--- config.mk ---
export PLATFORM = sky130hd
export DESIGN_NAME = clock_synth_register_calc
export DESIGN_NICKNAME = d
export VERILOG_FILES = /design/src/cscalc_pkg.sv /design/src/cscalc_front.sv /design/src/cscalc_queue.sv /design/src/cscalc_back.sv /design/src/clock_synth_register_calc.sv
export SDC_FILE = /design/constraint.sdc
export NUM_CORES = 2
export LEC_CHECK = 0
export BUFFER_PORTS_ARGS = -buffer_cell sky130_fd_sc_hd__buf_2
export CELL_PAD_IN_SITES_DETAIL_PLACEMENT = 1
export CELL_PAD_IN_SITES_GLOBAL_PLACEMENT = 1
export CORE_MARGIN = 5
export CORE_UTILIZATION = 47
export DETAILED_ROUTE_END_ITERATION = 8
export PLACE_DENSITY = 0.87
export SLEW_MARGIN = 20
export SYNTH_ARGS = -nofsm -noshare
export SYNTH_HDL_FRONTEND = slang
export SYNTH_SLANG_ARGS = --single-unit
--- constraint.sdc ---
create_clock -name clock -period 7.05 [get_ports clock]
set_input_delay 0.705 -clock clock [delete_from_list [all_inputs] [get_ports clock]]
set_output_delay 0.705 -clock clock [all_outputs]
set_load 0.02 [all_outputs]
--- src/cscalc_pkg.sv ---
package cscalc_pkg;

   // PLL fractional denominator
   localparam logic [19:0] FRAC_DENOM = 20'hFFFFF;
   localparam logic [7:0]  RESET_WORD = 8'hA0;
   localparam logic [7:0]  CTRL_WORD  = 8'h4F;
   localparam logic [4:0]  LAST_WRITE = 5'd17;

   localparam logic [0:0] CSR_CRYSTAL = 1'b0;
   localparam logic [0:0] CSR_VCO     = 1'b1;

   // one computed setting, queued between front and back
   typedef struct packed {
      logic [17:0] p1;
      logic [19:0] p2;
      logic [17:0] q1;
   } calc_type;

   // queue status seen by both sides
   typedef struct packed {
      logic full;
      logic empty;
   } qstat_type;

endpackage

--- src/cscalc_front.sv ---
module cscalc_front (
   input  logic                clock,
   input  logic                reset,
   input  logic                start,
   output logic                busy,
   input  logic [27:0]         frequency,
   input  logic [25:0]         crystal_freq,
   input  logic [29:0]         vco_target,
   input  cscalc_pkg::qstat_type qstat,
   output logic                push,
   output cscalc_pkg::calc_type push_data
);

   localparam logic [3:0] S_IDLE  = 4'd0;
   localparam logic [3:0] S_DIV1  = 4'd1;
   localparam logic [3:0] S_MUL   = 4'd2;
   localparam logic [3:0] S_LOAD2 = 4'd3;
   localparam logic [3:0] S_DIV2  = 4'd4;
   localparam logic [3:0] S_LOAD3 = 4'd5;
   localparam logic [3:0] S_DIV3  = 4'd6;
   localparam logic [3:0] S_TCALC = 4'd7;
   localparam logic [3:0] S_PUSH  = 4'd8;

   logic [3:0]  state_ff, state_in;
   logic [27:0] freq_ff, freq_in;
   logic [29:0] rem_ff, rem_in;
   logic [29:0] quo_ff, quo_in;
   logic [29:0] dvd_ff, dvd_in;
   logic [29:0] dvs_ff, dvs_in;
   logic [4:0]  cnt_ff, cnt_in;
   logic [29:0] d_ff, d_in;
   logic [29:0] pll_ff, pll_in;
   logic [7:0]  m_ff, m_in;
   logic [19:0] n_ff, n_in;
   cscalc_pkg::calc_type entry_ff, entry_in;

   logic [30:0] shift;
   logic        ge;
   logic [30:0] diff;
   logic [29:0] rem_step;
   logic [29:0] quo_step;
   logic [57:0] prod_mul;
   logic [45:0] prod_frac;
   logic [26:0] x128;
   logic [20:0] rsum;
   logic [20:0] tr;
   logic [6:0]  t;

   // one restoring division step
   always_comb begin
      shift    = {rem_ff, dvd_ff[29]};
      diff     = shift - {1'b0, dvs_ff};
      ge       = shift >= {1'b0, dvs_ff};
      rem_step = ge ? diff[29:0] : shift[29:0];
      quo_step = {quo_ff[28:0], ge};
   end

   assign prod_mul  = d_ff * freq_ff;
   assign prod_frac = {rem_ff[25:0], 20'b0} - {20'b0, rem_ff[25:0]};

   // t = floor(128*N/denom), remainder gives P2
   // denom is 2^20-1: x = hi*denom + hi + lo, so at most one correction
   assign x128 = {n_ff, 7'b0};
   always_comb begin
      rsum = {1'b0, x128[19:0]} + {14'b0, x128[26:20]};
      if (rsum >= {1'b0, cscalc_pkg::FRAC_DENOM}) begin
         t  = x128[26:20] + 7'd1;
         tr = rsum - {1'b0, cscalc_pkg::FRAC_DENOM};
      end else begin
         t  = x128[26:20];
         tr = rsum;
      end
   end

   // sequencer
   always_comb begin
      state_in = state_ff;
      freq_in  = freq_ff;
      rem_in   = rem_ff;
      quo_in   = quo_ff;
      dvd_in   = dvd_ff;
      dvs_in   = dvs_ff;
      cnt_in   = cnt_ff;
      d_in     = d_ff;
      pll_in   = pll_ff;
      m_in     = m_ff;
      n_in     = n_ff;
      entry_in = entry_ff;
      case (state_ff)
         S_IDLE: begin
            if (start) begin
               freq_in = frequency;
               rem_in  = '0;
               quo_in  = '0;
               dvd_in  = vco_target;
               dvs_in  = {2'b0, frequency};
               cnt_in  = 5'd29;
               if (frequency == '0) begin
                  d_in     = '0;
                  state_in = S_MUL;
               end else begin
                  state_in = S_DIV1;
               end
            end
         end
         S_DIV1: begin
            rem_in = rem_step;
            quo_in = quo_step;
            dvd_in = {dvd_ff[28:0], 1'b0};
            cnt_in = cnt_ff - 5'd1;
            if (cnt_ff == '0) begin
               d_in     = {quo_step[29:1], 1'b0};
               state_in = S_MUL;
            end
         end
         S_MUL: begin
            pll_in   = prod_mul[29:0];
            state_in = S_LOAD2;
         end
         S_LOAD2: begin
            rem_in = '0;
            quo_in = '0;
            dvd_in = pll_ff;
            dvs_in = {4'b0, crystal_freq};
            cnt_in = 5'd29;
            if (crystal_freq == '0) begin
               m_in     = '0;
               n_in     = '0;
               state_in = S_TCALC;
            end else begin
               state_in = S_DIV2;
            end
         end
         S_DIV2: begin
            rem_in = rem_step;
            quo_in = quo_step;
            dvd_in = {dvd_ff[28:0], 1'b0};
            cnt_in = cnt_ff - 5'd1;
            if (cnt_ff == '0) begin
               m_in     = quo_step[7:0];
               state_in = S_LOAD3;
            end
         end
         S_LOAD3: begin
            // top bits of rem*denom already sit below the crystal value
            rem_in   = {4'b0, prod_frac[45:20]};
            dvd_in   = {prod_frac[19:0], 10'b0};
            quo_in   = '0;
            cnt_in   = 5'd19;
            state_in = S_DIV3;
         end
         S_DIV3: begin
            rem_in = rem_step;
            quo_in = quo_step;
            dvd_in = {dvd_ff[28:0], 1'b0};
            cnt_in = cnt_ff - 5'd1;
            if (cnt_ff == '0) begin
               n_in     = quo_step[19:0];
               state_in = S_TCALC;
            end
         end
         S_TCALC: begin
            entry_in.p1 = {3'b0, m_ff, 7'b0} + {11'b0, t} - 18'd512;
            entry_in.p2 = tr[19:0];
            entry_in.q1 = {d_ff[10:0], 7'b0} - 18'd512;
            state_in    = S_PUSH;
         end
         S_PUSH: begin
            if (!qstat.full) begin
               state_in = S_IDLE;
            end
         end
         default: begin
            state_in = S_IDLE;
         end
      endcase
   end

   always_ff @(posedge clock) begin
      if (reset) begin
         state_ff <= S_IDLE;
      end else begin
         state_ff <= state_in;
      end
      freq_ff  <= freq_in;
      rem_ff   <= rem_in;
      quo_ff   <= quo_in;
      dvd_ff   <= dvd_in;
      dvs_ff   <= dvs_in;
      cnt_ff   <= cnt_in;
      d_ff     <= d_in;
      pll_ff   <= pll_in;
      m_ff     <= m_in;
      n_ff     <= n_in;
      entry_ff <= entry_in;
   end

   assign busy      = state_ff != S_IDLE;
   assign push      = (state_ff == S_PUSH) && !qstat.full;
   assign push_data = entry_ff;

endmodule

--- src/cscalc_queue.sv ---
module cscalc_queue (
   input  logic                 clock,
   input  logic                 reset,
   input  logic                 push,
   input  cscalc_pkg::calc_type push_data,
   input  logic                 pop,
   output cscalc_pkg::calc_type pop_data,
   output cscalc_pkg::qstat_type qstat
);

   cscalc_pkg::calc_type mem_ff [2];
   logic       wp_ff, wp_in;
   logic       rp_ff, rp_in;
   logic [1:0] count_ff, count_in;

   // two-entry queue
   always_comb begin
      wp_in    = push ? ~wp_ff : wp_ff;
      rp_in    = pop ? ~rp_ff : rp_ff;
      count_in = count_ff + {1'b0, push} - {1'b0, pop};
   end

   always_ff @(posedge clock) begin
      if (reset) begin
         wp_ff    <= 1'b0;
         rp_ff    <= 1'b0;
         count_ff <= '0;
      end else begin
         wp_ff    <= wp_in;
         rp_ff    <= rp_in;
         count_ff <= count_in;
      end
      if (push) begin
         mem_ff[wp_ff] <= push_data;
      end
   end

   assign pop_data    = mem_ff[rp_ff];
   assign qstat.full  = count_ff == 2'd2;
   assign qstat.empty = count_ff == 2'd0;

endmodule

--- src/cscalc_back.sv ---
module cscalc_back #(
   parameter logic [7:0] PLL_BASE_REG  = 8'd26,
   parameter logic [7:0] MS_BASE_REG   = 8'd42,
   parameter logic [7:0] PLL_RESET_REG = 8'd177,
   parameter logic [7:0] CLK_CTRL_REG  = 8'd16
) (
   input  logic                  clock,
   input  logic                  reset,
   input  cscalc_pkg::qstat_type qstat,
   input  cscalc_pkg::calc_type  pop_data,
   output logic                  pop,
   output logic                  rsp_valid,
   output logic [7:0]            rsp_reg_addr,
   output logic [7:0]            rsp_reg_data,
   output logic                  rsp_last
);

   logic       active_ff, active_in;
   logic [4:0] cnt_ff, cnt_in;
   cscalc_pkg::calc_type entry_ff, entry_in;
   logic       valid_ff;
   logic [7:0] addr_ff, addr_in;
   logic [7:0] data_ff, data_in;
   logic       last_ff;
   logic       done;

   assign done = active_ff && (cnt_ff == cscalc_pkg::LAST_WRITE);
   assign pop  = !qstat.empty && (!active_ff || done);

   // beat sequencing
   always_comb begin
      active_in = active_ff;
      cnt_in    = cnt_ff + 5'd1;
      entry_in  = entry_ff;
      if (pop) begin
         active_in = 1'b1;
         cnt_in    = '0;
         entry_in  = pop_data;
      end else if (done || !active_ff) begin
         active_in = 1'b0;
         cnt_in    = '0;
      end
   end

   // address and byte of the current beat
   always_comb begin
      addr_in = '0;
      data_in = '0;
      case (cnt_ff)
         5'd0:  begin addr_in = PLL_BASE_REG;         data_in = 8'hFF; end
         5'd1:  begin addr_in = PLL_BASE_REG + 8'd1;  data_in = 8'hFF; end
         5'd2:  begin addr_in = PLL_BASE_REG + 8'd2;  data_in = {6'b0, entry_ff.p1[17:16]}; end
         5'd3:  begin addr_in = PLL_BASE_REG + 8'd3;  data_in = entry_ff.p1[15:8]; end
         5'd4:  begin addr_in = PLL_BASE_REG + 8'd4;  data_in = entry_ff.p1[7:0]; end
         5'd5:  begin addr_in = PLL_BASE_REG + 8'd5;  data_in = {4'hF, entry_ff.p2[19:16]}; end
         5'd6:  begin addr_in = PLL_BASE_REG + 8'd6;  data_in = entry_ff.p2[15:8]; end
         5'd7:  begin addr_in = PLL_BASE_REG + 8'd7;  data_in = entry_ff.p2[7:0]; end
         5'd8:  begin addr_in = MS_BASE_REG;          data_in = 8'h00; end
         5'd9:  begin addr_in = MS_BASE_REG + 8'd1;   data_in = 8'h01; end
         5'd10: begin addr_in = MS_BASE_REG + 8'd2;   data_in = {6'b0, entry_ff.q1[17:16]}; end
         5'd11: begin addr_in = MS_BASE_REG + 8'd3;   data_in = entry_ff.q1[15:8]; end
         5'd12: begin addr_in = MS_BASE_REG + 8'd4;   data_in = entry_ff.q1[7:0]; end
         5'd13: begin addr_in = MS_BASE_REG + 8'd5;   data_in = 8'h00; end
         5'd14: begin addr_in = MS_BASE_REG + 8'd6;   data_in = 8'h00; end
         5'd15: begin addr_in = MS_BASE_REG + 8'd7;   data_in = 8'h00; end
         5'd16: begin addr_in = PLL_RESET_REG;        data_in = cscalc_pkg::RESET_WORD; end
         5'd17: begin addr_in = CLK_CTRL_REG;         data_in = cscalc_pkg::CTRL_WORD; end
         default: begin addr_in = '0;                 data_in = '0; end
      endcase
   end

   always_ff @(posedge clock) begin
      if (reset) begin
         active_ff <= 1'b0;
         cnt_ff    <= '0;
         valid_ff  <= 1'b0;
         last_ff   <= 1'b0;
      end else begin
         active_ff <= active_in;
         cnt_ff    <= cnt_in;
         valid_ff  <= active_ff;
         last_ff   <= done;
      end
      entry_ff <= entry_in;
      addr_ff  <= addr_in;
      data_ff  <= data_in;
   end

   assign rsp_valid    = valid_ff;
   assign rsp_reg_addr = addr_ff;
   assign rsp_reg_data = data_ff;
   assign rsp_last     = last_ff;

endmodule

--- src/clock_synth_register_calc.sv ---
// Channel   Ports                                   Handshake
// request   req_frequency                           start & !busy
// result    rsp_reg_addr, rsp_reg_data, rsp_last    rsp_valid, one cycle
// config    csr_wen, csr_index, csr_wdata           csr_wen
//
// A request runs in the front through the shared
// radix-2 divider (30 + 30 + 20 steps), then 18 result beats in the back.
// The front takes a new request as soon as its result is queued, while
// earlier beats still go out. Each result beat is registered and goes out in the cycle after the back starts it.
// Reset is synchronous; it clears the control state and sets the configuration registers to their defaults.
// The receiver cannot stall; results are never held off.
module clock_synth_register_calc #(
   parameter logic [7:0] PLL_BASE_REG  = 8'd26,
   parameter logic [7:0] MS_BASE_REG   = 8'd42,
   parameter logic [7:0] PLL_RESET_REG = 8'd177,
   parameter logic [7:0] CLK_CTRL_REG  = 8'd16
) (
   input  logic        clock,
   input  logic        reset,
   input  logic        start,
   output logic        busy,
   input  logic [27:0] req_frequency,
   output logic        rsp_valid,
   output logic [7:0]  rsp_reg_addr,
   output logic [7:0]  rsp_reg_data,
   output logic        rsp_last,
   input  logic        csr_wen,
   input  logic [0:0]  csr_index,
   input  logic [29:0] csr_wdata
);

   logic [25:0] crystal_ff;
   logic [29:0] vco_ff;
   logic        push;
   logic        pop;
   cscalc_pkg::calc_type  push_data;
   cscalc_pkg::calc_type  pop_data;
   cscalc_pkg::qstat_type qstat;

   // configuration registers
   always_ff @(posedge clock) begin
      if (reset) begin
         crystal_ff <= 26'd25000000;
         vco_ff     <= 30'd900000000;
      end else if (csr_wen) begin
         case (csr_index)
            cscalc_pkg::CSR_CRYSTAL: crystal_ff <= csr_wdata[25:0];
            cscalc_pkg::CSR_VCO:     vco_ff     <= csr_wdata;
            default: ;
         endcase
      end
   end

   cscalc_front u_front (
      .clock        (clock),
      .reset        (reset),
      .start        (start),
      .busy         (busy),
      .frequency    (req_frequency),
      .crystal_freq (crystal_ff),
      .vco_target   (vco_ff),
      .qstat        (qstat),
      .push         (push),
      .push_data    (push_data)
   );

   cscalc_queue u_queue (
      .clock     (clock),
      .reset     (reset),
      .push      (push),
      .push_data (push_data),
      .pop       (pop),
      .pop_data  (pop_data),
      .qstat     (qstat)
   );

   cscalc_back #(
      .PLL_BASE_REG  (PLL_BASE_REG),
      .MS_BASE_REG   (MS_BASE_REG),
      .PLL_RESET_REG (PLL_RESET_REG),
      .CLK_CTRL_REG  (CLK_CTRL_REG)
   ) u_back (
      .clock        (clock),
      .reset        (reset),
      .qstat        (qstat),
      .pop_data     (pop_data),
      .pop          (pop),
      .rsp_valid    (rsp_valid),
      .rsp_reg_addr (rsp_reg_addr),
      .rsp_reg_data (rsp_reg_data),
      .rsp_last     (rsp_last)
   );

   // last beat is always a valid beat to the control register
   a_last_valid: assert property (@(posedge clock) disable iff (reset)
      rsp_last |-> (rsp_valid && rsp_reg_addr == CLK_CTRL_REG))
      else $error("last beat malformed");

   // an accepted request keeps the front busy
   a_accept_busy: assert property (@(posedge clock) disable iff (reset)
      (start && !busy) |=> busy)
      else $error("request accepted without going busy");

   // no push into a full queue, no pop from an empty one
   a_queue_safe: assert property (@(posedge clock) disable iff (reset)
      !(push && qstat.full) && !(pop && qstat.empty))
      else $error("queue overrun or underrun");

endmodule
# After elaboration in Yosys (flattened, before gate mapping)
# Memory sizes are Yosys's and may differ from the RTL's. A register that Yosys moved wholly into a read port is not among the register bits.
# Index checks and enable logic that the tools add are counted.
[word_totals]
word_cells = 148
inputBits = 63
register_bits = 384
ramBits = 112
memories = 1
[op_classes]
add_sub_neg = 12
bitwise = 3
muxes = 36
n_mul = 1
magnitude_cmp = 2
n_reduce_logical = 35
n_eq_ne = 33
[memory_table]
columns = ["name", "words", "width", "rd", "rd_clocked_by_memory_dff", "write_ports", "line", "text"]
rows = [
  ["u_queue.mem_ff", 2, 56, 1, 1, 1, "cscalc_queue.sv:11", "cscalc_pkg::calc_type mem_ff [2];"],
]
[ops]
columns = ["op", "n"]
rows = [
  ["$pmux W30 S4", 2],
  ["$mux W30", 7],
  ["$pmux W8 S18", 1],
  ["$pmux W30 S2", 2],
  ["$pmux W8 S13", 1],
  ["$pmux W29 S3", 1],
  ["$mux W20", 3],
  ["$sub A46 B26 Y46", 1],
  ["$eq A5 B4 Y1 const B", 8],
  ["$pmux W20 S2", 1],
  ["$pmux W4 S9", 1],
  ["$sub A18 B10 Y18 const B", 2],
  ["$ge A31 B30 Y1", 1],
  ["$mul A30 B28 Y30", 1],
  ["$sub A30 B30 Y30", 1],
  ["$logic_not A28 Y1", 1],
  ["$logic_not A26 Y1", 1],
  ["$add A20 B7 Y21", 1],
  ["$ge A21 B20 Y1 const B", 1],
  ["$eq A5 B3 Y1 const B", 4],
  ["$mux W4", 5],
  ["$pmux W5 S4", 1],
  ["$sub A20 B20 Y20 const B", 1],
  ["$add A15 B7 Y16", 1],
  ["other kinds (37)", 73],
]

# Logic depth before layout (Yosys ltp)
[logic_depth]
word_depth = 5
mapped_depth = 25
mapped_depth_nobuf = 23

# Hierarchy
# From an unflattened synthesis, not the netlist that was laid out.
[unflattened]
hier_cells = 3347
area_unflattened_um2 = 37038.0
[modules_own_cells]
columns = ["module", "area_each_um2", "seq_area_each_um2", "instances", "cells_per_inst"]
rows = [
  ["cscalc_front", 27229.9, 8368.0, 1, 2710],
  ["cscalc_queue", 4421.7, 3463.3, 1, 195],
  ["cscalc_back", 3059.2, 2142.1, 1, 217],
  ["clock_synth_register_calc", 2327.2, 1121.1, 1, 225],
]

# Worst setup path before layout
# No wires, ideal clock.
[synth_path]
path_kind = "reg-to-reg"
from = "reg u_front.d_ff[2]"
to = "reg u_front.pll_ff[26], data pin"
t_arrival_ns = 6.251
required_ns = 6.792
setup_ns = 0.258
path_buffers = 2
setup_slack_ns = 0.541
path_stages_with_launch = 25
cell_sequence = "edfxtp_1 clkbuf_1 clkbuf_1 nand2_1 fa_1 inv_1 fa_1 fa_1 inv_1 fa_1 inv_1 ha_1 ha_1 inv_1 fa_1 inv_1 ha_1 or4_1 or2_1 o221a_2 a311oi_2 nor2_1 a211o_1 a21oi_2 xnor2_1"
[synth_between]
elab_chain_cells = 1
[synth_lines]
columns = ["element", "line", "text"]
rows = [
  ["start: declaration", "cscalc_front.sv:31", "logic [29:0] d_ff, d_in;"],
  ["start signal: assignment", "cscalc_front.sv:191", "d_ff <= d_in;"],
  ["$mul A30 B28 Y30", "cscalc_front.sv:58", "assign prod_mul = d_ff * freq_ff;"],
  ["named net u_front.prod_mul[26]", "cscalc_front.sv:42", "logic [57:0] prod_mul;"],
  ["end signal: assignment", "cscalc_front.sv:192", "pll_ff <= pll_in;"],
  ["end: declaration", "cscalc_front.sv:32", "logic [29:0] pll_ff, pll_in;"],
]
# The timed path passes the listed nets, and every way through them passes these cells.
# A chain may end at the register's enable or synchronous reset.

# Final worst setup path
[layout_path]
from = "reg u_front.freq_ff[8]"
to = "reg u_front.pll_ff[29], data pin"
[layout_between]
elab_chain_cells = 1
[layout_lines]
columns = ["element", "line", "text"]
rows = [
  ["start: declaration", "cscalc_front.sv:25", "logic [27:0] freq_ff, freq_in;"],
  ["start signal: assignment", "cscalc_front.sv:185", "freq_ff <= freq_in;"],
  ["$mul A30 B28 Y30", "cscalc_front.sv:58", ""],
  ["named net u_front.prod_mul[29]", "cscalc_front.sv:42", ""],
]
# The timed path passes the listed nets, and every way through them passes these cells.

==> flow_summary_export.csv <==
group,metric,value,unit
route,drc,0,
synthesis,yosysSeqAreaShare,0.398,
route,antenna_left,0,
synthesis,ys.flop_type,"edfxtp_1",
grt,grt_max_degree,67,
grt,grt-ovfl-total,0,
worst_setup_path,worstPathRequired,7.40,ns
placement,port_buffers,80,
synthesis,async_flop_share,0,
worst_setup_path,cp_max_fo,8,
worst_setup_path,path_class,"reg2reg",
final_layout,layout-drive-gt1-share,0.111,
synthesis,synth_cell_types,78,
worst_setup_path,critPathBufInv,4,
sta,fmax,145,MHz
sta,fin_tns_setup,0,ns
final_layout,fin_nets,3844,
route,routed_via_density,5.82,
clocking,htreeDepth,2,
worst_setup_path,startpoint_type,"flop",
route,first_iter_violations,2297,
grt,grt_pass1_wl,166000,µm
grt,grt.total_usage,0.274,
flow_run,maxCapViolCount,0,
sta,rsz0062_at_grt,"true",
sta,hold_violations,0,
run_status,outcome,"finished clean",
synthesis,synth_edf_count,400,
worst_setup_path,crit_chain,"and2_1 -> fa_1 -> fa_1 -> inv_1 -> fa_1 -> fa_1 -> inv_1 -> ha_1 -> fa_1 -> inv_1 -> fa_1 -> inv_1 -> ha_1 -> and3_1 -> a221oi_1 -> o21ai_0 -> a31o_2 -> a21oi_2 -> o21ai_0 -> a21oi_1 -> xnor2_1",
clocking,cts.sinks,487,
floorplan,die_area,0.0791,mm²
sta,skew,0.0323,ns
placement,dp_hpwl,81700,µm
clocking,insertion_delay,0.62,ns
sta,final-setup-viol-count,0,
synthesis,avgSynthCellArea,10.8,µm²
route,met1Wirelength,39300,µm
synthesis,postSynthCellCount,3213,
floorplan,boundaryPins,82,
clocking,tritoncts,"done",
clocking,postCtsHoldBufs,0,
floorplan,die_height,281,µm
synthesis,synth_seq_cells,487,
worst_setup_path,cp_slowest_stage_delay,0.61,ns
grt,first_global_vias,27700,
route,wire_per_inst,25.5,µm
placement,place_congestion,0.943,
sta,fin_crit_sh,0.978,
route,met2_length,53400,µm
worst_hold_path,worstHoldPathType,"in2reg",
route,totalWireLength,109000,µm
worst_setup_path,endpoint_kind,"flop",
floorplan,placementRows,99,
synthesis,syn_area,0.0346,mm²
clocking,cts_buffers,50,
route,met3_wirelength,8460,µm
synthesis,syn_nets,3761,
route,vias,25000,
synthesis,ys.warnings.count,0,
route,top_layer,"met4",
clocking,cts_root_buf,"clkbuf_16",
worst_setup_path,cp_slowest_cell,"fa_1",
sta,min_period,6.90,ns
sta,max_slew_margin,0.272,
floorplan,core,0.0730,mm²
floorplan,fp.dieW,281,µm
sta,timing_max_transition_violations_final,0,
clocking,clk_pin_slew,0.07,ns
clocking,clock_path_buffers,3,
sta,worst_pin_slew,1.09,ns
final_layout,syn_to_final_growth,10.2,%
worst_setup_path,worstPathArrival,7.25,ns
worst_setup_path,path_common_cell,"fa_1",
route,dr.pass1.iters,6,
floorplan,initial_core_util,0.474,
worst_setup_path,critPathTopFamily,"adder cells",
grt,antenna_found_initial,1,
[synth_stat cells, types with 10 or more instances]
cell type  instances  area, µm²
o22ai_1           23        144
o21ai_0           36        180
nor2_1            97        364
mux2_2            70        788
nand3b_1          27        203
o31ai_1           10       75.1
nor3_1            25        125
ha_1             155       1940
clkbuf_1         138        518
edfxtp_1         400      12000
and2_1           340       2130
and3_1            21        131
inv_1            487       1830
nor4_1            27        169
nor2b_1           10       62.6
xor2_1            47        412
nand2_1          377       1420
a21o_1            22        165
xnor2_1          112        981
dfxtp_1           87       1740
mux2i_1           24        240
a21oi_1          120        601
nand4_1           11       68.8
fa_1             330       6610
nand3_1           34        170
nand2b_1          14       87.6
a222oi_1          26        260
[cell usage in the layout, fill, tap and decap left out, types with 7 or more instances in the layout]
cell | netlist | routed
nand2b_1 | 14 | 13
or3_1 | 9 | 9
o211ai_1 | 9 | 9
dfxtp_1 | 87 | 86
fa_1 | 330 | 330
o31ai_1 | 10 | 10
buf_4 | 3 | 99
a222oi_1 | 26 | 26
a31oi_1 | 7 | 7
and3_1 | 21 | 21
o22ai_1 | 23 | 22
o21ai_0 | 36 | 33
mux2i_1 | 24 | 24
and2_1 | 340 | 338
ha_1 | 155 | 155
nor2_1 | 97 | 95
nor3_1 | 25 | 22
xnor2_1 | 112 | 112
edfxtp_1 | 400 | 400
nor2b_1 | 10 | 7
nand4_1 | 11 | 11
mux2_2 | 70 | 70
nand3_1 | 34 | 34
nor4_1 | 27 | 27
nand2_1 | 377 | 375
clkbuf_1 | 138 | 10
a211oi_1 | 8 | 8
buf_2 | 8 | 80
clkinv_1 | 0 | 7
o21a_1 | 7 | 7
nand3b_1 | 27 | 27
xor2_1 | 47 | 47
a21o_1 | 22 | 22
a21oi_1 | 120 | 117
clkbuf_16 | 0 | 52
inv_1 | 487 | 487
[routing by layer]
metal | up-vias | track usage
li1 | 10700 | -
met1 | 12700 | 0.327
met2 | 1213 | 0.462
met3 | 409 | 0.0523
met4 | 0 | 0.166
met5 | - | 0
[logic make-up (layout without fill, tap and decap cells)]
logic type,Yosys count,in the layout,synth area share
adders and majority gates,485,485,0.247
AOI/OAI and AO/OA,328,328,0.0633
DFF,487,487,0.398
muxes,94,94,0.0297
buffers and inverters,642,762,0.0707
and+or+nand+nor,1017,1017,0.151
xor gates and xnor gates,159,159,0.0403
other,1,2,0.000108
[metrics by stage]
step                       util  cells  worst slack (ns)  cell area (µm²)  hold WS [ns]
after detailed placement  0.497   4174            0.0604            36200         0.432
after global placement    0.497   4174             0.309            36200         0.406
final                     0.522   4293             0.153            38100         0.326
after CTS                 0.518   4263            0.0178            37800         0.310
after floorplan               -   3213             0.541            34600         0.400
after global routing      0.522   4292           -0.0470            38100         0.336
[final timing paths]
check / from / to / slack, ns / cells after the start
worst max-delay path: u_front.freq_ff[8] / u_front.pll_ff[29] / 0.15 / 21
worst min-delay path: csr_wdata[12] / crystal_ff[12] / 0.33 / 3
worst max register to register: u_front.freq_ff[8] / u_front.pll_ff[29] / 0.15 / 21
worst min register to register: u_front.push_data[37] / u_queue.mem_ff[0][37] / 0.44 / 0
[flip-flops by register name, summed over array words and instances, names as in the netlist, 29 cells and up]
register           flops
vco_ff                30
u_front.push_data     41
u_queue.mem_ff        82
u_front.d_ff          29
u_front.rem_ff        30
u_back.entry_ff       41
u_front.pll_ff        29
u_front.dvd_ff        30
u_front.quo_ff        29
[tightest hold or removal path, delay by kind of cell]
| family | cells | cell delay, ns |
|---|---|---|
| simple gates | 2 | 0.11 |
| buf+inv | 1 | 0.09 |
[repair_timing]
| item | 4_1_cts | 5_1_grt |
|---|---|---|
| setup endpoints to repair | 0 | 5 |
| setup buffers | 0 | 29 |
| gates resized for setup | 0 | 3 |
[cell type report]
cell class / count / area (µm²)
well taps: 959 / 1200
repair buffers: 186 / 1270
inverters: 487 / 1830
diodes: 1 / 2.50
multi-input cells: 2084 / 18500
flip-flops and latches: 487 / 13800
clock inverters: 22 / 180
clock buffers: 67 / 1410
fillers: 7799 / 34800
Power is left out: the tool's default activity adds up to more than one toggle a clock period on the data nets, which glitch-free logic cannot reach.
